<file path="config.mk">
export PLATFORM = sky130hd
export DESIGN_NAME = command_line_argument_splitter_flat
export DESIGN_NICKNAME = d
export VERILOG_FILES = /design/src/rtl/clsplit_pkg.sv /design/src/rtl/clsplit_in_if.sv /design/src/rtl/clsplit_out_if.sv /design/src/rtl/clsplit_fifo.sv /design/src/rtl/clsplit_front.sv /design/src/rtl/clsplit_back.sv /design/src/rtl/command_line_argument_splitter.sv /design/src/flat_wrapper.sv
export SDC_FILE = /design/constraint.sdc
export NUM_CORES = 1
export LEC_CHECK = 0
export BUFFER_PORTS_ARGS = -buffer_cell sky130_fd_sc_hd__buf_2
export CAP_MARGIN = 30
export CORE_ASPECT_RATIO = 1.1
export CORE_MARGIN = 2
export CORE_UTILIZATION = 30
export CTS_BUF_LIST = sky130_fd_sc_hd__clkbuf_4 sky130_fd_sc_hd__clkbuf_8
export CTS_CLUSTER_SIZE = 30
export DETAILED_ROUTE_END_ITERATION = 12
export SLEW_MARGIN = 0
export SYNTH_ARGS = -nofsm -noshare
export SYNTH_HDL_FRONTEND = slang
export SYNTH_SLANG_ARGS = --single-unit
</file>
<file path="constraint.sdc">
create_clock -name clk_i -period 4.9 [get_ports clk_i]
set_clock_uncertainty 0.2 [all_clocks]
set_input_delay 0.735 -clock clk_i [delete_from_list [all_inputs] [get_ports clk_i]]
set_output_delay 0.735 -clock clk_i [all_outputs]
set_load 0.005 [all_outputs]
</file>
<file path="src/rtl/clsplit_pkg.sv">
// Package with types and constants of the command line argument splitter.
`timescale 1ns / 1ps
package clsplit_pkg;

  localparam int unsigned RunCntW    = 6;
  localparam int unsigned CountW     = 15;
  localparam int unsigned QueueDepth = 2;

  localparam logic [CountW-1:0] CountMax = 15'h7FFF;

  localparam logic KindChar = 1'b0;
  localparam logic KindEnd  = 1'b1;

  localparam logic [7:0] ChNul       = 8'h00;
  localparam logic [7:0] ChTab       = 8'h09;
  localparam logic [7:0] ChVtab      = 8'h0B;
  localparam logic [7:0] ChFormFeed  = 8'h0C;
  localparam logic [7:0] ChSpace     = 8'h20;
  localparam logic [7:0] ChQuote     = 8'h22;
  localparam logic [7:0] ChBackslash = 8'h5C;

  typedef struct packed {
    logic [RunCntW-1:0] nslash;
    logic               tail_valid;
    logic [7:0]         tail_byte;
    logic [CountW-1:0]  arg_count;
    logic               overflow;
  } cmd_t;

  typedef struct packed {
    logic push;
    cmd_t cmd;
  } front_out_t;

endpackage

</file>
<file path="src/rtl/clsplit_in_if.sv">
// Input channel interface: one command line byte or end marker per transfer.
`timescale 1ns / 1ps
interface clsplit_in_if;
  logic       valid;
  logic       ready;
  logic       kind;
  logic [7:0] ch;

  modport source (output valid, output kind, output ch, input ready);
  modport sink (input valid, input kind, input ch, output ready);
endinterface

</file>
<file path="src/rtl/clsplit_out_if.sv">
// Output channel interface: one emitted argument byte per transfer.
`timescale 1ns / 1ps
interface clsplit_out_if;
  logic        valid;
  logic        ready;
  logic [7:0]  out_byte;
  logic [14:0] arg_count;
  logic        overflow;
  logic        last;

  modport source (output valid, output out_byte, output arg_count, output overflow,
                  output last, input ready);
  modport sink (input valid, input out_byte, input arg_count, input overflow,
                input last, output ready);
endinterface

</file>
<file path="src/rtl/clsplit_fifo.sv">
// Short command queue between the parser front end and the byte emitter.
`timescale 1ns / 1ps
module clsplit_fifo
  import clsplit_pkg::*;
#(
  parameter int unsigned Depth = 2
) (
  input  logic clk_i,
  input  logic rst_ni,
  input  logic push_i,
  input  cmd_t data_i,
  output logic full_o,
  input  logic pop_i,
  output logic empty_o,
  output cmd_t data_o
);

  localparam int unsigned PtrW = (Depth > 1) ? $clog2(Depth) : 1;
  localparam int unsigned CntW = $clog2(Depth + 1);
  localparam logic [PtrW-1:0] PtrLast = PtrW'(Depth - 1);
  localparam logic [CntW-1:0] CntFull = CntW'(Depth);

  cmd_t            mem_q [Depth];
  logic [PtrW-1:0] wr_q, wr_d, rd_q, rd_d;
  logic [CntW-1:0] cnt_q, cnt_d;
  logic            do_push, do_pop;

  assign full_o  = (cnt_q == CntFull);
  assign empty_o = (cnt_q == '0);
  assign data_o  = mem_q[rd_q];
  assign do_push = push_i && !full_o;
  assign do_pop  = pop_i && !empty_o;

  always_comb begin
    wr_d  = wr_q;
    rd_d  = rd_q;
    cnt_d = cnt_q;
    if (do_push) begin
      wr_d = (wr_q == PtrLast) ? '0 : wr_q + 1'b1;
    end
    if (do_pop) begin
      rd_d = (rd_q == PtrLast) ? '0 : rd_q + 1'b1;
    end
    if (do_push && !do_pop) begin
      cnt_d = cnt_q + 1'b1;
    end else if (do_pop && !do_push) begin
      cnt_d = cnt_q - 1'b1;
    end
  end

  always_ff @(posedge clk_i or negedge rst_ni) begin
    if (!rst_ni) begin
      wr_q  <= '0;
      rd_q  <= '0;
      cnt_q <= '0;
    end else begin
      wr_q  <= wr_d;
      rd_q  <= rd_d;
      cnt_q <= cnt_d;
    end
  end

  always_ff @(posedge clk_i) begin
    if (do_push) begin
      mem_q[wr_q] <= data_i;
    end
  end

endmodule

</file>
<file path="src/rtl/clsplit_front.sv">
// Parser front end: classifies each byte, updates the quoting state, and builds commands.
`timescale 1ns / 1ps
module clsplit_front
  import clsplit_pkg::*;
#(
  parameter int unsigned SLASH_LIMIT = 63
) (
  input  logic          clk_i,
  input  logic          rst_ni,
  clsplit_in_if.sink    in_i,
  input  logic          full_i,
  output front_out_t    front_o
);

  localparam int unsigned RunW = $clog2(SLASH_LIMIT + 1);
  localparam logic [RunW-1:0] RunLimit = RunW'(SLASH_LIMIT);

  logic              quoted_q, quoted_d;
  logic              inside_q, inside_d;
  logic              pending_q, pending_d;
  logic [RunW-1:0]   run_q, run_d;
  logic [CountW-1:0] total_q, total_d;
  logic              ovf_q, ovf_d;
  logic [RunW-1:0]   nslash;
  logic              tail_valid;
  logic [7:0]        tail_byte;
  logic              do_plain, want_begin, want_slash, is_blank, accept;

  assign in_i.ready = !full_i;
  assign accept     = in_i.valid && !full_i;
  assign is_blank   = (in_i.ch == ChSpace) || (in_i.ch == ChTab) ||
                      (in_i.ch == ChVtab) || (in_i.ch == ChFormFeed);

  always_comb begin
    quoted_d   = quoted_q;
    inside_d   = inside_q;
    pending_d  = pending_q;
    run_d      = run_q;
    total_d    = total_q;
    ovf_d      = ovf_q;
    nslash     = '0;
    tail_valid = 1'b0;
    tail_byte  = in_i.ch;
    do_plain   = 1'b0;
    want_begin = 1'b0;
    want_slash = 1'b0;

    if (in_i.kind == KindEnd) begin
      pending_d  = 1'b0;
      if (pending_q) begin
        quoted_d = 1'b0;
      end
      nslash     = run_q;
      run_d      = '0;
      tail_valid = 1'b1;
      tail_byte  = ChNul;
    end else if (pending_q) begin
      pending_d = 1'b0;
      if (in_i.ch == ChQuote) begin
        tail_valid = 1'b1;
      end else begin
        quoted_d = 1'b0;
        do_plain = 1'b1;
      end
    end else if (run_q != '0) begin
      if (in_i.ch == ChBackslash) begin
        want_slash = 1'b1;
      end else if (in_i.ch == ChQuote) begin
        run_d  = '0;
        nslash = run_q >> 1;
        if (run_q[0]) begin
          tail_valid = 1'b1;
        end else begin
          do_plain = 1'b1;
        end
      end else begin
        run_d    = '0;
        nslash   = run_q;
        do_plain = 1'b1;
      end
    end else begin
      do_plain = 1'b1;
    end

    if (do_plain) begin
      if (in_i.ch == ChBackslash) begin
        want_begin = 1'b1;
        want_slash = 1'b1;
      end else if (in_i.ch == ChQuote) begin
        if (!quoted_d) begin
          quoted_d   = 1'b1;
          want_begin = 1'b1;
        end else begin
          pending_d = 1'b1;
        end
      end else if (is_blank) begin
        if (quoted_d) begin
          tail_valid = 1'b1;
        end else if (inside_d) begin
          inside_d   = 1'b0;
          tail_valid = 1'b1;
          tail_byte  = ChNul;
        end
      end else begin
        tail_valid = 1'b1;
        want_begin = 1'b1;
      end
    end

    if (want_slash) begin
      if (run_d < RunLimit) begin
        run_d = run_d + 1'b1;
      end else begin
        ovf_d = 1'b1;
      end
    end
    if (want_begin && !inside_d) begin
      inside_d = 1'b1;
      if (total_d != CountMax) begin
        total_d = total_d + 1'b1;
      end
    end

    front_o.cmd.nslash     = RunCntW'(nslash);
    front_o.cmd.tail_valid = tail_valid;
    front_o.cmd.tail_byte  = tail_byte;
    front_o.cmd.arg_count  = total_d;
    front_o.cmd.overflow   = ovf_d;
    front_o.push           = accept && (tail_valid || (nslash != '0));

    if (in_i.kind == KindEnd) begin
      quoted_d  = 1'b0;
      inside_d  = 1'b0;
      pending_d = 1'b0;
      run_d     = '0;
      total_d   = '0;
    end
  end

  always_ff @(posedge clk_i or negedge rst_ni) begin
    if (!rst_ni) begin
      quoted_q  <= 1'b0;
      inside_q  <= 1'b0;
      pending_q <= 1'b0;
      run_q     <= '0;
      total_q   <= '0;
      ovf_q     <= 1'b0;
    end else if (accept) begin
      quoted_q  <= quoted_d;
      inside_q  <= inside_d;
      pending_q <= pending_d;
      run_q     <= run_d;
      total_q   <= total_d;
      ovf_q     <= ovf_d;
    end
  end

endmodule

</file>
<file path="src/rtl/clsplit_back.sv">
// Byte emitter: expands each queued command into its backslash run and final byte.
`timescale 1ns / 1ps
module clsplit_back
  import clsplit_pkg::*;
(
  input  logic          clk_i,
  input  logic          rst_ni,
  input  logic          empty_i,
  input  cmd_t          cmd_i,
  output logic          pop_o,
  clsplit_out_if.source out_o
);

  logic               busy_q, busy_d;
  logic [RunCntW-1:0] rem_q, rem_d;
  logic               tail_v_q, tail_v_d;
  logic [7:0]         tail_q, tail_d;
  logic [CountW-1:0]  cnt_q, cnt_d;
  logic               ovf_q, ovf_d;
  logic               is_last, step, finish;

  assign is_last = (rem_q == '0) || ((rem_q == RunCntW'(1)) && !tail_v_q);
  assign step    = busy_q && out_o.ready;
  assign finish  = step && is_last;
  assign pop_o   = !empty_i && (!busy_q || finish);

  assign out_o.valid     = busy_q;
  assign out_o.out_byte  = (rem_q != '0) ? ChBackslash : tail_q;
  assign out_o.arg_count = cnt_q;
  assign out_o.overflow  = ovf_q;
  assign out_o.last      = is_last;

  always_comb begin
    busy_d   = busy_q;
    rem_d    = rem_q;
    tail_v_d = tail_v_q;
    tail_d   = tail_q;
    cnt_d    = cnt_q;
    ovf_d    = ovf_q;
    if (pop_o) begin
      busy_d   = 1'b1;
      rem_d    = cmd_i.nslash;
      tail_v_d = cmd_i.tail_valid;
      tail_d   = cmd_i.tail_byte;
      cnt_d    = cmd_i.arg_count;
      ovf_d    = cmd_i.overflow;
    end else if (finish) begin
      busy_d = 1'b0;
    end else if (step) begin
      rem_d = rem_q - 1'b1;
    end
  end

  always_ff @(posedge clk_i or negedge rst_ni) begin
    if (!rst_ni) begin
      busy_q <= 1'b0;
    end else begin
      busy_q <= busy_d;
    end
  end

  always_ff @(posedge clk_i) begin
    rem_q    <= rem_d;
    tail_v_q <= tail_v_d;
    tail_q   <= tail_d;
    cnt_q    <= cnt_d;
    ovf_q    <= ovf_d;
  end

endmodule

</file>
<file path="src/rtl/command_line_argument_splitter.sv">
// Top level of the command line argument splitter.
//
//   Channel | Direction | Payload                                | Transfer
//   in_i    | sink      | kind, ch                               | valid && ready
//   out_o   | source    | out_byte, arg_count, overflow, last    | valid && ready
//
// An input byte is parsed in the cycle it is transferred; one result leaves per ready cycle.
// A backslash run of n bytes followed by a byte gives up to n + 1 results.
// The front end stalls only when the two-entry command queue is full.
// Reset clears the quoting state, the argument count and the overflow flag.
`timescale 1ns / 1ps
module command_line_argument_splitter
  import clsplit_pkg::*;
#(
  parameter int unsigned SLASH_LIMIT = 63
) (
  input  logic          clk_i,
  input  logic          rst_ni,
  clsplit_in_if.sink    in_i,
  clsplit_out_if.source out_o
);

  front_out_t front;
  cmd_t       queued;
  logic       full, empty, pop;

  clsplit_front #(
    .SLASH_LIMIT(SLASH_LIMIT)
  ) u_front (
    .clk_i  (clk_i),
    .rst_ni (rst_ni),
    .in_i   (in_i),
    .full_i (full),
    .front_o(front)
  );

  clsplit_fifo #(
    .Depth(QueueDepth)
  ) u_fifo (
    .clk_i  (clk_i),
    .rst_ni (rst_ni),
    .push_i (front.push),
    .data_i (front.cmd),
    .full_o (full),
    .pop_i  (pop),
    .empty_o(empty),
    .data_o (queued)
  );

  clsplit_back u_back (
    .clk_i  (clk_i),
    .rst_ni (rst_ni),
    .empty_i(empty),
    .cmd_i  (queued),
    .pop_o  (pop),
    .out_o  (out_o)
  );

endmodule

</file>
<file path="src/flat_wrapper.sv">
// flat-port wrapper written by rule: the top's interface ports become plain ports
module command_line_argument_splitter_flat import clsplit_pkg::*;
#(
  parameter int unsigned SLASH_LIMIT = 63
)
  (clk_i, rst_ni, in_i_valid, in_i_kind, in_i_ch, in_i_ready, out_o_valid, out_o_out_byte, out_o_arg_count, out_o_overflow, out_o_last, out_o_ready);
  clsplit_in_if in_i_i ();
  clsplit_out_if out_o_i ();
  input  logic clk_i;
  input  logic rst_ni;
  input wire logic [$bits(in_i_i.valid)-1:0] in_i_valid;
  input wire logic [$bits(in_i_i.kind)-1:0] in_i_kind;
  input wire logic [$bits(in_i_i.ch)-1:0] in_i_ch;
  output wire logic [$bits(in_i_i.ready)-1:0] in_i_ready;
  output wire logic [$bits(out_o_i.valid)-1:0] out_o_valid;
  output wire logic [$bits(out_o_i.out_byte)-1:0] out_o_out_byte;
  output wire logic [$bits(out_o_i.arg_count)-1:0] out_o_arg_count;
  output wire logic [$bits(out_o_i.overflow)-1:0] out_o_overflow;
  output wire logic [$bits(out_o_i.last)-1:0] out_o_last;
  input wire logic [$bits(out_o_i.ready)-1:0] out_o_ready;
  assign in_i_i.valid = in_i_valid;
  assign in_i_i.kind = in_i_kind;
  assign in_i_i.ch = in_i_ch;
  assign in_i_ready = in_i_i.ready;
  assign out_o_valid = out_o_i.valid;
  assign out_o_out_byte = out_o_i.out_byte;
  assign out_o_arg_count = out_o_i.arg_count;
  assign out_o_overflow = out_o_i.overflow;
  assign out_o_last = out_o_i.last;
  assign out_o_i.ready = out_o_ready;
  command_line_argument_splitter #(.SLASH_LIMIT(SLASH_LIMIT)) u_core (.clk_i(clk_i), .rst_ni(rst_ni), .in_i(in_i_i), .out_o(out_o_i));
endmodule
</file>
=== After elaboration in Yosys (flattened, before gate mapping) ===
Memory sizes are Yosys's and may differ from the RTL's.
Cells that the tools add are included.

* Register bits after elaboration: 61
* RAM bits: 62
* Input bits: 13
* Output and inout port bits: 27
* Word-level logic and storage cells: 154
* Memories kept: 1

* Add/subtract/negate cells: 7
* Magnitude comparators: 1
* Equal/unequal tests: 10
* Mux-type cells: 87
* Reduce and logical (&&, ||, !) cells: 33

{| class="wikitable"
|+ Memory list
! memory !! words !! bits a word !! read ports !! clocked after memory_dff !! write ports !! line !! text
|-
| u_core.u_fifo.mem_q || 2 || 31 || 1 || 0 || 1 || clsplit_fifo.sv:23 || <nowiki>cmd_t mem_q [Depth];</nowiki>
|}

{| class="wikitable"
|+ Operators by type and width
! kind !! number
|-
| two-way mux 6 bit || 15
|-
| two-way mux 8 bit || 8
|-
| two-way mux 1 bit || 59
|-
| two-way mux 15 bit || 3
|-
| equality test 8 x 4 -> 1 bit (second input constant) || 3
|-
| nonzero test 6 bit || 3
|-
| equality test 8 x 6 -> 1 bit (second input constant) || 2
|-
| adder 15 x 1 -> 15 bit (second input constant) || 1
|-
| inequality test 15 bit (second input constant) || 1
|-
| logical AND 1 bit || 11
|-
| equality test 8 x 7 -> 1 bit (second input constant) || 1
|-
| logical NOT 1 bit || 7
|-
| adder 6 x 1 -> 6 bit (second input constant) || 1
|-
| equality test 6 x 1 -> 1 bit (second input constant) || 1
|-
| logical NOT 6 bit || 1
|-
| logical OR 1 bit || 6
|-
| < comparator 6 bit (second input constant) || 1
|-
| nonzero test 2 bit || 3
|-
| subtractor 6 x 1 -> 6 bit (second input constant) || 1
|-
| two-way mux 2 bit || 2
|-
| adder 1 bit (second input constant) || 2
|-
| adder 2 x 1 -> 2 bit (second input constant) || 1
|-
| equality test 2 bit (second input constant) || 1
|-
| logical NOT 2 bit || 1
|-
| other kinds (3) || 3
|}

=== Depth between registers and ports, before layout ===
* Depth after elaboration: 19
* Gate-level depth with buffers: 14
* Gate-level depth less buffers: 12

=== By module ===
A second synthesis with hierarchy kept.

* Cells, all modules: 481
* Area total of the unflattened synthesis: 6147.1 sq um

{| class="wikitable"
|+ Modules (own cells, without submodules)
! module !! times used !! cells an instance !! area each (sq um) !! seq. area each (sq um)
|-
| clsplit_fifo || 1 || 116 || 2587.5 || 1961.9
|-
| clsplit_front || 1 || 286 || 2288.4 || 625.6
|-
| clsplit_back || 1 || 79 || 1271.2 || 955.9
|}

=== Worst setup path before layout ===
No wires, ideal clock.

* Path type: input to register
* Start: input in_i_ch[2]
* End: memory u_core.u_fifo.mem_q[0][0] in the netlist's numbering (enable)
* Setup time: 0.423 ns
* Arrival time: 3.271 ns
* Data required time: 4.277 ns
* Slack: 1.006 ns
* Stages on the path: 6
* Path buffers: 0
* Path through: and4bb_2 a21bo_2 a21oi_1 a31o_2 a31oi_1 nor2b_1

* Word-level cells in the longest chain between the ends: 17
* Elaborated cells between the ends (all ways): 41
* Classes of those cells: eq/ne: 6; mux: 28; reduce/logical: 7

{| class="wikitable"
|+ RTL lines
! what !! line !! text
|-
| start: declaration || flat_wrapper.sv:13 || <nowiki>input wire logic [$bits(in_i_i.ch)-1:0] in_i_ch;</nowiki>
|-
| equality test 8 x 6 -> 1 bit || clsplit_front.sv:59, clsplit_front.sv:68, clsplit_front.sv:89 ||
|-
| two-way mux 1 bit || clsplit_front.sv:68 || <nowiki>end else if (in_i.ch == ChQuote) begin</nowiki>
|-
| two-way mux 1 bit || clsplit_front.sv:66 || <nowiki>if (in_i.ch == ChBackslash) begin</nowiki>
|-
| two-way mux 1 bit || clsplit_front.sv:65 || <nowiki>end else if (run_q != '0) begin</nowiki>
|-
| two-way mux 1 bit || clsplit_front.sv:57 || <nowiki>end else if (pending_q) begin</nowiki>
|-
| two-way mux 1 bit || clsplit_front.sv:48 || <nowiki>if (in_i.kind == KindEnd) begin</nowiki>
|-
| two-way mux 1 bit || clsplit_front.sv:99 || <nowiki>end else if (inside_d) begin</nowiki>
|-
| two-way mux 1 bit || clsplit_front.sv:97 || <nowiki>if (quoted_d) begin</nowiki>
|-
| (+2 left out) || - ||
|-
| two-way mux 1 bit || clsplit_front.sv:86 || <nowiki>if (in_i.ch == ChBackslash) begin</nowiki>
|-
| two-way mux 1 bit || clsplit_front.sv:85 || <nowiki>if (do_plain) begin</nowiki>
|-
| logical OR 1 bit (*) || clsplit_front.sv:129 || <nowiki>front_o.push = accept && (tail_valid || (nslash != '0));</nowiki>
|-
| logical AND 1 bit (*) || clsplit_front.sv:129 ||
|-
| logical AND 1 bit (*) || clsplit_fifo.sv:31 || <nowiki>assign do_push = push_i && !full_o;</nowiki>
|-
| named net u_core.u_fifo.do_push || clsplit_fifo.sv:26 || <nowiki>logic do_push, do_pop;</nowiki>
|-
| two-way mux 1 bit (*) || clsplit_fifo.sv:64 || <nowiki>if (do_push) begin</nowiki>
|-
| two-way mux 1 bit (not written as such) (*) || clsplit_fifo.sv:65 || <nowiki>mem_q[wr_q] <= data_i;</nowiki>
|-
| end: declaration || clsplit_fifo.sv:23 ||
|}

Mark *: on every way through the listed nets, which the timed path passes. The rest lies on a longest branch.

=== Final worst setup path ===
* Start: register u_core.u_back.rem_q[2]
* End: register u_core.u_fifo.cnt_q[1]

* Word-level cells in the longest chain between the ends: 10
* Elaborated cells between the ends (all ways): 13
* Classes of those cells: eq/ne: 1; mux: 1; reduce/logical: 11

{| class="wikitable"
|+ RTL lines
! what !! line !! text
|-
| start: declaration || clsplit_back.sv:15 || <nowiki>logic [RunCntW-1:0] rem_q, rem_d;</nowiki>
|-
| start signal: assignment || clsplit_back.sv:63 || <nowiki>rem_q <= rem_d;</nowiki>
|-
| equality test 6 x 1 -> 1 bit || clsplit_back.sv:22 || <nowiki>assign is_last = (rem_q == '0) || ((rem_q == RunCntW'(1)) && !tail_v_q);</nowiki>
|-
| logical AND 1 bit || clsplit_back.sv:22 ||
|-
| logical OR 1 bit (*) || clsplit_back.sv:22 ||
|-
| logical AND 1 bit (*) || clsplit_back.sv:24 || <nowiki>assign finish = step && is_last;</nowiki>
|-
| logical OR 1 bit (*) || clsplit_back.sv:25 || <nowiki>assign pop_o = !empty_i && (!busy_q || finish);</nowiki>
|-
| logical AND 1 bit (*) || clsplit_back.sv:25 ||
|-
| logical AND 1 bit (*) || clsplit_fifo.sv:32 || <nowiki>assign do_pop = pop_i && !empty_o;</nowiki>
|-
| logical NOT 1 bit || clsplit_fifo.sv:44 || <nowiki>if (do_push && !do_pop) begin</nowiki>
|-
| logical AND 1 bit || clsplit_fifo.sv:44 ||
|-
| two-way mux 2 bit / nonzero test 2 bit (equally long branches) || - ||
|-
| end signal: assignment || clsplit_fifo.sv:59 || <nowiki>cnt_q <= cnt_d;</nowiki>
|-
| end: declaration || clsplit_fifo.sv:25 || <nowiki>logic [CntW-1:0] cnt_q, cnt_d;</nowiki>
|}

Every way passes the cells marked *; elsewhere a longest branch is shown, timed or not.
A chain may end at the register's enable or synchronous reset.

==> implementation parameters <==
Parameter                              Value

Run status
  Run status ... finished clean

Critical path
  Kind of cell adding the most delay to the critical path ... compound AO/OA/AOI/OAI gates
  Worst-path fanout max ... 37
  Critical path's slowest cell ... sky130_fd_sc_hd__nor4_1
  CP Data Arrival Time ... approximately 3900 ps
  Nature of the critical path endpoint ... flop
  Crit path buf inv count ... 2
  Critical path class ... reg2reg
  Cell-by-cell listing of the critical path ... nor4_1 > o21ai_0 > o21ai_0 > o21a_1 > buf_4 > inv_1 > ha_1 > xor2_1 > nor2_1 > xor2_1
  Kind of launch point of the worst setup path ... flop
  Data required time at the worst endpoint ... between 5000 and 6000 ps
  Critical Path Max Stage Delay ... between 800 and 900 ps

Yosys
  Number of flops mapped to enable cells by yosys ... a little over 90
  Yosys reg bits ... 123
  Commonest cells in the netlist ... 93 x sky130_fd_sc_hd__edfxtp_1, 44 x sky130_fd_sc_hd__nand2_1, 30 x sky130_fd_sc_hd__dfrtp_1, 26 x sky130_fd_sc_hd__mux2_2, 23 x sky130_fd_sc_hd__nor2_1
  Cell types occupying the most area after synthesis ... sky130_fd_sc_hd__edfxtp_1 48%, sky130_fd_sc_hd__dfrtp_1 13%, sky130_fd_sc_hd__mux2_2 5.0%, sky130_fd_sc_hd__nand2_1 2.8%, sky130_fd_sc_hd__xor2_1 2.3%
  Avg Inst Size Synth ... roughly 13 sq um
  Synthesized area ... between 5000 and 6000 sq um
  Most used DFF post-synth ... sky130_fd_sc_hd__edfxtp_1
  Number of distinct library cell variants in the gate-level netlist after synthesis ... 62
  Sequential fraction of the synthesis area ... 0.607
  Post-synth top area share ... 0.478
  Share of synthesized flip-flops with an asynchronous set or reset ... 0.244
  Number of warnings reported in the yosys synthesis log ... 0
  Post-synth top area cell ... sky130_fd_sc_hd__edfxtp_1
  Total nets after synthesis ... ~480
  Synth Instances ... between 400 and 500
  Most frequently used cell type in the post-synthesis netlist ... sky130_fd_sc_hd__edfxtp_1

Floorplanning
  CORE AREA ... around 19000 sq um
  Boundary Pins ... 40
  Placement Rows ... 53
  Overall die area ... 20600 sq um
  Die span in y ... 150 um
  Die width ... about 140 um
  Initial standard-cell utilization of the core ... 0.306

STA
  Period utilisation layout ... 0.754
  Top achievable clock speed ... about 0.27 GHz
  Final Hold Vio Count ... 0
  Endpoints failing setup ... 0
  Worst Max-Slew Pin Slew ... about 940 ps
  Setup repair after global routing missed its margin ... false
  Worst slack on hold paths ... 143 ps
  Final slew viol count ... 0
  Setup TNS Final ... 0 ps
  Max_slew headroom ... 0.365
  Final Critical Period ... 3700 ps

Final layout
  Number of inserted diodes ... 0
  Area added between synthesis and finish ... 15.2%
  Multi-input gate area ... around 2100 sq um
  Sequential cell area in the final layout ... approximately 3500 sq um
  FILL cells ... ~1900
  Layout cell share with drive strength beyond 1 ... 0.248
  Post-layout net count ... approximately 520

Clock tree
  CTS tree ... done
  Reg clk slew, reported paths ... 80 ps
  Clock Tree Buf Depth ... 2
  Total number of H-tree levels ... 4
  CTS Buf Count ... 17
  Sinks on Clock Net ... approximately 120
  Buffer cell driving the clock tree root ... sky130_fd_sc_hd__clkbuf_8
  Post-CTS Hold Buffers ... 0
  Clock Latency Late Sink ... 430 ps
  Post-cts sizing count ... 0
  Number of buffers inserted to repair setup after CTS ... 0

Power and ir drop
  Fraction of power consumed by sequential logic ... 0.471
  Switching pwr ... just over 900 uW
  Switching part of the total power ... 0.290
  PD cells ... 480 nW/um^2
  Design internal power ... 2290 uW
  VDD IR-drop max ... approximately 0.18 mV
  Leakage power ... between 0.002 and 0.0025 uW
  Logic gate share of total power ... 0.203
  Total power ... about 3200 uW
  Clock Power Share ... 0.326

Hold path
  Class of the tightest hold or removal check ... in2async

Placement
  HPWL Detailed ... 7730 um
  Count of input and output buffers ... 39
  Gpl congestion ... 0.835

Route
  DR vias ... 3844
  Iteration-0 DRC Markers ... 205
  Total DRC errors in the routed layout ... 0
  Total detailed-routing wirelength ... ~12000 um
  Average wire length per cell after detail routing ... about 15 um
  Via/cell ratio ... approximately 5.0
  Detailed Routing Iterations Pass 1 ... 4
  Count of antenna-violating nets left after detailed routing ... 0

Global routing
  Total GRT Usage ... 0.120
  Wire length of the first global-routing pass ... ~19000 um
  Total grt overflow ... 0
  Vias in the first global route ... roughly 3800
  Antenna violations before repair ... 0
  Pin count of the biggest net entering global routing ... 38

Job
  Max Cap Violations ... 0
area by class of cell:
cell class,instances,share of cell area
well taps,247,0.0460
clock inverters,13,0.0320
flip-flops and latches,123,0.527
multi-input cells,306,0.316
repair buffers,44,0.0346
inverters,11,0.00614
clock buffers,19,0.0380
cells by family (layout without fill, tap and decap cells):
group / after synthesis / after routing / synth area share
mux: 36 / 36 / 0.0673
flops: 123 / 123 / 0.607
simple gates: 163 / 163 / 0.155
compound gates: 79 / 79 / 0.0960
fa+ha+maj: 5 / 5 / 0.0107
buf+inv: 36 / 87 / 0.0289
xor+xnor: 23 / 23 / 0.0345
worst paths after layout:
path                       slack, ps                          to  depth (start not counted)                    from
max in group asynchronous       3890  u_core.u_front.total_q[11]                          1                  rst_ni
min reg2reg                      280        u_core.u_front.ovf_q                          1    u_core.u_front.ovf_q
max                             1200      u_core.u_fifo.cnt_q[1]                         10  u_core.u_back.rem_q[2]
min                              140   u_core.u_back.out_o.valid                          1                  rst_ni
min in group clk_i               280        u_core.u_front.ovf_q                          1    u_core.u_front.ovf_q
max reg2reg                     1200      u_core.u_fifo.cnt_q[1]                         10  u_core.u_back.rem_q[2]
metrics by stage:
stage               instance area, sq um  std cells  setup slack, ps   util
floorplan                           5840        465             1010      -
global placement                    6250        731             1200  0.327
detailed placement                  6250        731             1110  0.327
CTS                                 6720        763             1100  0.352
global route                        6720        763              900  0.352
finish                              6720        763             1200  0.352
state kept, by name, summed over array words and instances, names as in the netlist, 2 cells and up:
| signal | cells |
|---|---|
| u_core.u_back.rem_q | 6 |
| u_core.u_fifo.mem_q | 62 |
| u_core.u_fifo.cnt_q | 2 |
| u_core.u_back.out_o.arg_count | 15 |
| u_core.u_back.tail_q | 8 |
| u_core.u_front.total_q | 15 |
| u_core.u_front.run_q | 6 |
power by group through the flow:
stage	Clock, uW	Sequential [uW]	Combinational, uW
finish	1050	1520	656
global route	1120	1540	728
CTS	1080	1520	666
detailed placement	0	1540	660
global placement	0	1530	644
floorplan	0	1490	525
placed cells by master (no fill, tap or decap), types with 4 or more instances in the layout:
master                      instances
sky130_fd_sc_hd__a21oi_1           16
sky130_fd_sc_hd__a221o_1            5
sky130_fd_sc_hd__a31o_2             5
sky130_fd_sc_hd__a31oi_1            6
sky130_fd_sc_hd__and2_1            11
sky130_fd_sc_hd__and3_1             6
sky130_fd_sc_hd__buf_2             39
sky130_fd_sc_hd__buf_4              5
sky130_fd_sc_hd__bufinv_16          5
sky130_fd_sc_hd__clkbuf_8          18
sky130_fd_sc_hd__dfrtp_1           30
sky130_fd_sc_hd__edfxtp_1          93
sky130_fd_sc_hd__ha_1               5
sky130_fd_sc_hd__inv_1             10
sky130_fd_sc_hd__mux2_2            26
sky130_fd_sc_hd__mux2i_1           10
sky130_fd_sc_hd__nand2_1           44
sky130_fd_sc_hd__nand2b_1           4
sky130_fd_sc_hd__nand3_1            9
sky130_fd_sc_hd__nand4_1            9
sky130_fd_sc_hd__nor2_1            23
sky130_fd_sc_hd__nor2b_1            7
sky130_fd_sc_hd__nor3_1            10
sky130_fd_sc_hd__nor3_2             4
sky130_fd_sc_hd__nor4_1            10
sky130_fd_sc_hd__o21ai_0           17
sky130_fd_sc_hd__o31ai_1            4
sky130_fd_sc_hd__or2_2              5
sky130_fd_sc_hd__xnor2_1            8
sky130_fd_sc_hd__xor2_1            15
layer usage:
layer,up-vias,track usage,wire length [um]
met2,99,0.201,5900
li1,1829,-,-
met5,-,0,0
met1,1893,0.141,4980
met4,0,0.0701,398
met3,23,0.0246,508
No activity file was read; power rests on OpenSTA's default activity.
